## src/design/ssgc_pkg.sv

```systemverilog
package ssgc_pkg;

    // Sizing of the cache and of its stored fields.
    localparam int CAPACITY_DEF = 64;
    localparam int TAG_W        = 21;
    localparam int SCORE_W      = 8;
    localparam int SLOT_W       = 8;
    localparam int FILL_W       = 9;

    localparam logic [SCORE_W-1:0] SCORE_MAX   = 8'd255;
    localparam logic [SCORE_W-1:0] ENTRY_SCORE = 8'd5;
    localparam logic [SCORE_W-1:0] SCORE_LAST  = 8'd1;
    localparam logic [TAG_W-1:0]   SPACE_CODE  = 21'h20;

    // Item modes.
    localparam logic [1:0] MODE_LOOKUP = 2'd0;
    localparam logic [1:0] MODE_INSERT = 2'd1;
    localparam logic [1:0] MODE_AGE    = 2'd2;

    // Result status codes.
    localparam logic [1:0] ST_HIT      = 2'd0;
    localparam logic [1:0] ST_MISS     = 2'd1;
    localparam logic [1:0] ST_INSERTED = 2'd2;
    localparam logic [1:0] ST_FULL     = 2'd3;

    typedef enum logic [1:0] {OP_NONE, OP_HIT, OP_INSERT, OP_AGE} ssgc_op_t;

    typedef struct packed {
        logic [1:0]       mode;
        logic [TAG_W-1:0] codepoint;
        logic             wide_in;
    } ssgc_item_t;

    typedef struct packed {
        logic [1:0] status;
        logic [5:0] slot;
        logic       wide_out;
        logic [6:0] evicted;
    } ssgc_result_t;

    typedef struct packed {
        logic [TAG_W-1:0]   tag;
        logic [SCORE_W-1:0] score;
        logic               wide;
        logic [SLOT_W-1:0]  slot;
    } ssgc_entry_t;

    // Command broadcast to every cell in the update cycle.
    typedef struct packed {
        ssgc_op_t           op;
        logic [TAG_W-1:0]   code;
        logic [SCORE_W-1:0] hit_score;
        ssgc_entry_t        new_entry;
        logic [FILL_W-1:0]  fill;
    } ssgc_cmd_t;

    // What a cell hands to its right-hand neighbor.
    typedef struct packed {
        ssgc_entry_t entry;
        logic        run;
        logic        tail;
    } ssgc_link_t;

endpackage

```

## src/design/ssgc_cell.sv

```systemverilog
module ssgc_cell
    import ssgc_pkg::*;
#(
    parameter int INDEX = 0
)
(
    input  logic       clk,
    input  ssgc_cmd_t  cmd,
    input  logic       upto,
    input  ssgc_link_t left,
    output ssgc_link_t link,
    output logic       match,
    output logic       dying
);

    ssgc_entry_t entry_reg;
    ssgc_entry_t entry_next;
    logic        valid;

    // Local status of the entry held here.
    assign valid = FILL_W'(INDEX) < cmd.fill;
    assign match = valid && (entry_reg.tag == cmd.code);
    assign dying = valid && (entry_reg.score == SCORE_LAST);

    assign link.entry = entry_reg;
    assign link.run   = valid && (entry_reg.score == cmd.hit_score);
    assign link.tail  = !valid || (entry_reg.score < ENTRY_SCORE);

    // A raised entry jumps to the head of its score run; the run behind it moves
    // one place right. An insert opens a gap in front of the low-score tail.
    always_comb
    begin
        entry_next = entry_reg;
        case (cmd.op)
            OP_HIT:
            begin
                if (upto && left.run)
                    entry_next = left.entry;
                else if (upto && link.run)
                    entry_next = cmd.new_entry;
            end
            OP_INSERT:
            begin
                if (left.tail)
                    entry_next = left.entry;
                else if (link.tail)
                    entry_next = cmd.new_entry;
            end
            OP_AGE:
            begin
                if (valid)
                    entry_next.score = entry_reg.score - SCORE_LAST;
            end
            default:
            begin
                entry_next = entry_reg;
            end
        endcase
    end

    always_ff @(posedge clk)
    begin
        entry_reg <= entry_next;
    end

endmodule
```

## config.mk

```make
export PLATFORM = sky130hd
export DESIGN_NAME = ssgc_cell
export DESIGN_NICKNAME = d
export VERILOG_FILES = /design/src/design/ssgc_pkg.sv /design/src/design/ssgc_cell.sv
export SDC_FILE = /design/constraint.sdc
export NUM_CORES = 1
export LEC_CHECK = 0
export ABC_AREA = 1
export BUFFER_PORTS_ARGS = -buffer_cell sky130_fd_sc_hd__buf_4
export CAP_MARGIN = 5
export CORE_ASPECT_RATIO = 1.25
export CORE_UTILIZATION = 30
export DETAILED_ROUTE_END_ITERATION = 8
export PLACE_DENSITY = 0.62
export RECOVER_POWER = 100
export SLEW_MARGIN = 10
export SYNTH_ARGS = -nofsm -noshare
export SYNTH_HDL_FRONTEND = slang
export SYNTH_SLANG_ARGS = --single-unit
```

## constraint.sdc

```tcl
create_clock -name clk -period 5.06 [get_ports clk]
set_input_delay 0.759 -clock clk [delete_from_list [all_inputs] [get_ports clk]]
set_output_delay 0.759 -clock clk [all_outputs]
set_load 0.005 [all_outputs]
```

Word level (Yosys, flattened, before mapping)
Index checks and enable logic that the tools add are counted.
{ "word_totals": {"mem_bits_ro": 0, "register_bits": 38, "memories": 0, "elab_cells": 35, "inputBits": 120, "mem_bits_rw": 0, "output_inout_bits": 42, "latch_bits": 0} }
{ "op_classes": {"mul": 0, "n_bitwise": 0, "eq_ne": 9, "reduce_logical": 11, "n_lt_le_gt_ge": 2, "addsub": 1, "mux": 8, "shifts": 0, "div_mod_pow": 0} }
{ "op_table": {"columns": ["operator", "count"], "rows": [
  ["$mux 38", 4],
  ["$pmux 21 s2", 1],
  ["$pmux 8 s3", 1],
  ["$eq 21x21->1", 1],
  ["$pmux 9 s2", 1],
  ["$lt 1x9->1 const A", 1],
  ["$eq 8x1->1 const B", 1],
  ["$eq 8x8->1", 1],
  ["$lt 8x3->1 const B", 1],
  ["$mux 8", 1],
  ["$sub 8x1->8 const B", 1],
  ["$ne 3x3->1 const B", 2],
  ["$logic_and 1x1->1", 5],
  ["$eq 2x2->1 const B", 2],
  ["$reduce_and 4->1", 1],
  ["$reduce_and 3->1", 1],
  ["$reduce_bool 3->1", 1],
  ["$eq 2x1->1 const B", 1],
  ["$ne 2x2->1 const B", 1],
  ["$reduce_bool 2->1", 1],
  ["$logic_not 1->1", 1],
  ["$logic_or 1x1->1", 1]
]} }

Logic depth before layout (Yosys ltp)
Gate-level depths: netlist (run 1).
{ "depth": {"ltp_word": 6, "mapped_depth": 10, "mapped_depth_nobuf": 10} }

Worst setup path before layout (run 1)
No wires, ideal clock.
{ "synth_path": {"path_kind": "input to register", "startpoint": "input port cmd[5] in the netlist's numbering", "endpoint": "register entry_reg, in the netlist link[10] (enable)", "path_slack_ns": 2.029, "path_stages": 7, "arrival_ns": 2.614, "required_ns": 4.643, "n_path_buf": 0, "setup_ns": 0.417, "cell_sequence": "nor2_1 > nand3_1 > nor2_1 > a21oi_1 > nand3_1 > nand2_1 > nor2_1"} }
{ "synth_via": {"elab_chain_len": 5, "word_cells_on_any_way": 8, "classes_between": "order compare: 1; eq/ne: 2; reduce/logical: 5"} }
{ "synth_rtl": {"columns": ["element", "line", "source"], "rows": [
  ["from (decl)", "ssgc_cell.sv:8", "input ssgc_cmd_t cmd,"],
  ["$lt 1x9->1 (*)", "ssgc_cell.sv:21", "assign valid = FILL_W'(INDEX) < cmd.fill;"],
  ["$logic_and 1x1->1 or $logic_not 1->1 (tied branches)", "ssgc_cell.sv:26, ssgc_cell.sv:27", null],
  ["$logic_and 1x1->1 or $logic_or 1x1->1 (tied branches)", "ssgc_cell.sv:39, ssgc_cell.sv:27", null],
  ["$ne 3x3->1 (no source line)", null, null],
  ["$reduce_and 3->1 (no source line) (*)", null, null],
  ["to (signal assigned)", "ssgc_cell.sv:63", "entry_reg <= entry_next;"],
  ["to (decl)", "ssgc_cell.sv:16", "ssgc_entry_t entry_reg;"]
]} }
Mark *: on every way between the ends. The rest lies on a longest branch, timed or not.
A chain may end at the register's enable or synchronous reset.

Final worst setup path (run 1)
{ "layout_path": {"startpoint": "input port cmd[76] in the netlist's numbering", "endpoint": "register entry_reg, in the netlist link[38] (enable)"} }
{ "layout_via": {"elab_chain_len": 3, "word_cells_on_any_way": 6, "classes_between": "eq/ne: 4; reduce/logical: 2"} }
{ "layout_rtl": {"columns": ["element", "line", "source"], "rows": [
  ["$eq 2x1->1 or $eq 2x2->1 (tied branches)", "ssgc_cell.sv:34", "case (cmd.op)"],
  ["$ne 3x3->1 (no source line) or $reduce_bool 2->1 (tied branches)", null, null],
  ["$reduce_and 3->1 (no source line) (*)", null, null]
]} }
Marks and branches as above.

==> results of run 1 <==
## tightest hold or removal path, delay by kind of cell
kind,cells,cell delay [ns]
compound gates,2,0.13
buf+inv,1,0.09
## cells in the mapped netlist, drive strengths merged, types with 4 or more instances
master / instances
clkbuf: 13
edfxtp: 38
nor2: 106
xnor2: 6
nor3: 4
o221ai: 7
nand3: 11
o21ai: 83
ha: 5
xor2: 5
o22ai: 35
nand2: 41
inv: 42
a21oi: 6
buf: 11
## stage by stage
| stage | power, mW | util |
|---|---|---|
| after floorplan | 0.553 | - |
| after global placement | 0.709 | 0.443 |
| after detailed placement | 0.716 | 0.443 |
| after CTS | 1.01 | 0.457 |
| after global routing | 1.05 | 0.455 |
| final | 0.997 | 0.455 |
## worst max path at each step
stage | depth (start not counted) | slack (ns) | to | startpoint
after floorplan | 7 | 2.03 | link[10] | cmd[5]
after global placement | 8 | 2.01 | link[36] | upto
after detailed placement | 8 | 2.03 | link[8] | upto
after CTS | 8 | 2.32 | link[38] | upto
after global routing | 6 | 1.15 | link[4] | cmd[76]
final | 6 | 1.39 | link[38] | cmd[76]
## per-layer routing
metal | global-route usage | vias up | routed length (um)
met5 | 0 | - | 0
met4 | 0.110 | 0 | 555
met3 | 0.0269 | 34 | 602
met2 | 0.348 | 162 | 5140
met1 | 0.238 | 1587 | 4250
li1 | - | 1739 | -
## area by class of cell
| type | instances | area (um2) | area share |
|---|---|---|---|
| Tap cell | 126 | 158 | 0.0361 |
| Sequential cell | 38 | 1140 | 0.261 |
| Clock buffer | 5 | 125 | 0.0286 |
| Clock inverter | 2 | 10.0 | 0.00229 |
| Timing Repair Buffer | 163 | 1210 | 0.276 |
| Multi-Input combinational cell | 316 | 1570 | 0.359 |
| Inverter | 42 | 158 | 0.0361 |
## power by group through the flow
stage	registers [mW]	logic [mW]	clock network (mW)
4_1_cts	0.418	0.292	0.297
2_1_floorplan	0.417	0.136	0
6_report	0.418	0.287	0.292
5_1_grt	0.422	0.319	0.306
3_3_place_gp	0.424	0.285	0
3_5_place_dp	0.425	0.291	0
## cells by family after synthesis
group | Yosys count
AND/OR/NAND/NOR | 166
AO/OA/AOI/OAI | 134
buffers and inverters | 66
flip-flops | 38
XOR/XNOR | 11
adder cells (fa/ha/maj) | 5
==> impl_metrics.tcl, run 1 <==
set metrics [dict create \
    numCtsBuffers 5 \
    holdCritPathClass "primary input to register" \
    grt.total_usage 0.200 \
    ir_drop_mv 0.127 \
    crit_share_post_route 0.726 \
    finalHoldViolations 0 \
    cellInternalPower_uw 712 \
    final_critical_path_setup_slack_ns 1.39 \
    vias 3522 \
    synth_top_area_frac 0.384 \
    syn-cell-area_mm2 0.00297 \
    critical-path-slowest-cell "nor2_2" \
    filler_cell_count 1002 \
    first_global_vias 3404 \
    status "finished, violations left" \
    post_cts_resize_count 0 \
    routedWlPerCell_um 15.3 \
    count_of_antenna_violating_nets_left_after_detailed_routing 0 \
    crit_required_ns 4.93 \
    start_kind "primary input" \
    area.growth.synth_to_final_pct 47.1 \
    cts_tree "done" \
    worst_clock_skew_ns 0.00537 \
    leak_pwr_nw 1.96 \
    placed_standard_cell_area_mm2 0.00426 \
    max_stage_delay_ns 1.17 \
    synth.area.mux_share 0 \
    routed_via_density 5.09 \
    synth_fa_ha_area_frac 0.0211 \
    yosys_warnings 0 \
    critPathBufInv 3 \
    wl_um 10600 \
    final.setup.tns_ns 0 \
    number_of_antenna_violations_at_the_first_check_in_global_routing 0 \
    path_class "primary input to register" \
    drt_iter0_drc 241 \
    core-area_mm2 0.00961 \
    synthXorXnorAreaFrac 0.0324 \
    synth-async-reset-ratio 0 \
    clock_latency_ns 0.28 \
    finalMaxSlewViolations 41 \
    final_cell_mix "119 x buf_4, 102 x nor2_1, 78 x o21ai_0" \
    ys_types 22 \
    seq_power_share 0.419 \
    yosys.area_share.simple 0.222 \
    largest_register_ff_count 38 \
    cp_cell_sequence "clkbuf_1, inv_1, ha_1, clkbuf_1, nor2_1, nor2_2" \
    synthesis.instances 420 \
    dp_hpwl_um 7990 \
    number_of_synthesized_flops_with_an_enable_pin 38 \
    initial_utilization 0.309 \
    critical_path.reg2reg.endpoint "link[38]" \
    synth_top_flop_cell "edfxtp_1" \
    regToRegStartpoint "link[11]" \
    synth_area_leaders "edfxtp_1 38%, nor2_1 13%, o21ai_0 13%" \
    cts_post_setup_buffers_inserted 0 \
    cpLargestDelayFamily "simple AND/OR/NAND/NOR gates" \
    cts-root-buf "clkbuf_16" \
    violations "capacitance limit, slew limit" \
    net_switching_power_uw 285 \
    antenna_cells_inserted 0 \
    hold_crit_start "left[12]" \
    placement_rows 40 \
    clock_sinks 38 \
    fmax_mhz 272 \
    worst_path_most_repeated_cell "clkbuf_1" \
    power.combinational.fraction 0.288 \
    dpl.cell_count 685 \
    drv_cap 1 \
    min_delay_path_depth 3 \
    hold_slack_ns 0.821 \
    die_width_um 91.0 \
    regToRegSetupSlack_ns 2.28 \
    ys_seq_elements 38 \
    htreeDepth 2 \
    holdBufCountCts 0 \
    grt_first_pass_wirelength_um 16300 \
    rsz0062_at_grt "no" \
    final_cell_area_mm2 0.00437 \
    post-route-drc-count 0 \
    final_nets 691 \
    final.min_clock_period_ns 3.67 \
    overflow 0 \
    power_density_mw_per_mm2 228 \
    place.gp.congestion 0.834 \
    switching_share 0.286 \
    clock_path_buffers 2 \
    yosysTopAreaCell "edfxtp_1" \
    worst_pin_slew_ns 1.56 \
    synth_compound_gate_area_share 0.253 \
    arrival_ns 3.55 \
    synth_top_family_by_area "compound AO/OA/AOI/OAI gates" \
    max-slew-margin-rel -0.0379 \
    synthesis.area_per_instance_um2 7.08 \
    p_clk_frac 0.293 \
    path_max_fanout 40 \
    grt_max_degree 42 \
    timing.final.setup_violations 0 \
    hold-path-endpoint "link[12]" \
    layout_commonest_cell "buf_4" \
    design.portCount 162 \
    layout-drive-gt1-share 0.311 \
    clkSlewWorstSetupHoldPaths_ns 0.05 \
    mappedNetlistNets 545 \
    reg2reg_depth 8 \
    synth_sequential_area_ratio 0.384 \
    portBuffers 161 \
    end_kind "register" \
    vertical_extent_of_the_die_um 113 \
    drt_first_pass_iters 5 \
    die-area_mm2 0.0103 \
    pre_cts_slack_ns 2.03 \
    non_filler_cells_final 692 \
]
Note: power is estimated with default switching activity, not from simulation.
==> run 2, diff against run 1 <==
Clock period 5.06 ns to 3.5 ns, I/O delays scaled along.
==> run 2 against run 1 <==
Net effect:
- the flow now finishes without violations
- worst setup slack got worse by 0.24 ns
- non-clock buffer count increased by 3
- register-to-register slack got worse by 1.1 ns
- wire length decreased by 1.0%
- critical path depth increased by 2
==> impl_metrics.tcl, run 2 (synthesis results as in run 1) <==
set metrics [dict create \
    antenna_cells_inserted 0 \
    core-area_mm2 0.00961 \
    routed_via_density 5.00 \
    final_cell_mix "123 x buf_4, 103 x nor2_1, 80 x o21ai_0" \
    wl_um 10400 \
    layout_commonest_cell "buf_4" \
    status "finished clean" \
    leak_pwr_nw 1.96 \
    finalMaxSlewViolations 0 \
    layout.core_utilization 0.457 \
    cts-root-buf "clkbuf_16" \
    filler_cell_count 999 \
    htreeDepth 2 \
    cts_tree "done" \
    initial_utilization 0.309 \
    drv_cap 0 \
    portBuffers 161 \
    placed_standard_cell_area_mm2 0.00428 \
    die-area_mm2 0.0103 \
    dp_hpwl_um 7870 \
    overflow 0 \
    crit_required_ns 3.40 \
    path_class "register to register" \
    count_of_antenna_violating_nets_left_after_detailed_routing 0 \
    clkSlewWorstSetupHoldPaths_ns 0.05 \
    holdCritPathClass "primary input to register" \
    finalHoldViolations 0 \
    drt_first_pass_iters 4 \
    grt.total_usage 0.195 \
    cpLargestDelayFamily "simple AND/OR/NAND/NOR gates" \
    numCtsBuffers 5 \
    number_of_antenna_violations_at_the_first_check_in_global_routing 0 \
    design.portCount 162 \
    cp_cell_sequence "inv_1, ha_1, inv_1, a21oi_1, a21oi_1, nand3_1, nand2_1, nor2_4" \
    arrival_ns 2.25 \
    cts_post_setup_buffers_inserted 0 \
    layout-drive-gt1-share 0.307 \
    critical-path-slowest-cell "nor2_4" \
    power_density_mw_per_mm2 330 \
    largest_register_ff_count 38 \
    end_kind "register" \
    worst_clock_skew_ns 0.00627 \
    fmax_mhz 425 \
    die_width_um 91.0 \
    grt_max_degree 41 \
    final_nets 694 \
    rsz0062_at_grt "no" \
    grt_first_pass_wirelength_um 16000 \
    routedWlPerCell_um 15.0 \
    start_kind "register" \
    vertical_extent_of_the_die_um 113 \
    final_cell_area_mm2 0.00439 \
    area.growth.synth_to_final_pct 47.7 \
    place.gp.congestion 0.881 \
    worst_pin_slew_ns 0.896 \
    clock_path_buffers 2 \
    clock_sinks 38 \
    critPathBufInv 2 \
    placement_rows 40 \
    max_stage_delay_ns 0.69 \
    final.setup.tns_ns 0 \
    first_global_vias 3299 \
    post-route-drc-count 0 \
    drt_iter0_drc 208 \
    vias 3481 \
    max-slew-margin-rel 0.402 \
    timing.final.setup_violations 0 \
    post_cts_resize_count 0 \
    path_max_fanout 30 \
    clock_latency_ns 0.28 \
    crit_share_post_route 0.672 \
    holdBufCountCts 0 \
    ir_drop_mv 0.203 \
    final.min_clock_period_ns 2.35 \
]
run 2: per-layer routing:
metal  routed length, um  vias to the layer above  global-route usage
li1                    -                     1750                   -
met1                4240                     1573               0.224
met2                5220                      134               0.352
met3                 607                       24              0.0363
met4                 377                        0              0.0857
met5                   0                        -                   0
run 2: area by class of cell:
class                           count  area [um2]  share of cell area
Clock buffer                        5         125              0.0285
Timing Repair Buffer              166        1220               0.277
Multi-Input combinational cell    316        1570               0.359
Inverter                           42         158              0.0359
Sequential cell                    38        1140               0.260
Tap cell                          126         158              0.0359
Clock inverter                      3        16.3             0.00371
run 2: report_power, final:
part / total [mW] / internal [mW] / switching [mW] / leakage (nW)
combinational: 0.417 / 0.209 / 0.209 / 1.53
clock: 0.430 / 0.260 / 0.170 / 0.0672
sequential: 0.601 / 0.561 / 0.0396 / 0.362
run 2: worst reg2reg max path, cell delays in order, from the launching register on:
cell,delay (ns)
edfxtp_1,0.46
inv_1,0.14
ha_1,0.19
inv_1,0.06
a21oi_1,0.13
a21oi_1,0.11
nand3_1,0.08
nand2_1,0.11
nor2_4,0.69
run 2: worst paths after layout:
check	cells past startpoint	slack, ns	from	endpoint
setup / recovery	8	1.15	link[11]	link[7]
hold / removal	3	0.58	left[12]	link[12]
setup reg to reg	8	1.15	link[11]	link[7]
hold reg to reg	2	0.84	link[16]	link[16]
run 2: stage by stage:
stage,setup slack [ns],power (mW),std cells,hold WS (ns)
after CTS,1.12,1.47,696,0.557
after global placement,1.09,1.03,688,0.794
after detailed placement,0.991,1.04,688,0.828
final,1.15,1.45,696,0.578
after global routing,0.952,1.53,696,0.594
after floorplan,0.699,0.800,420,0.688
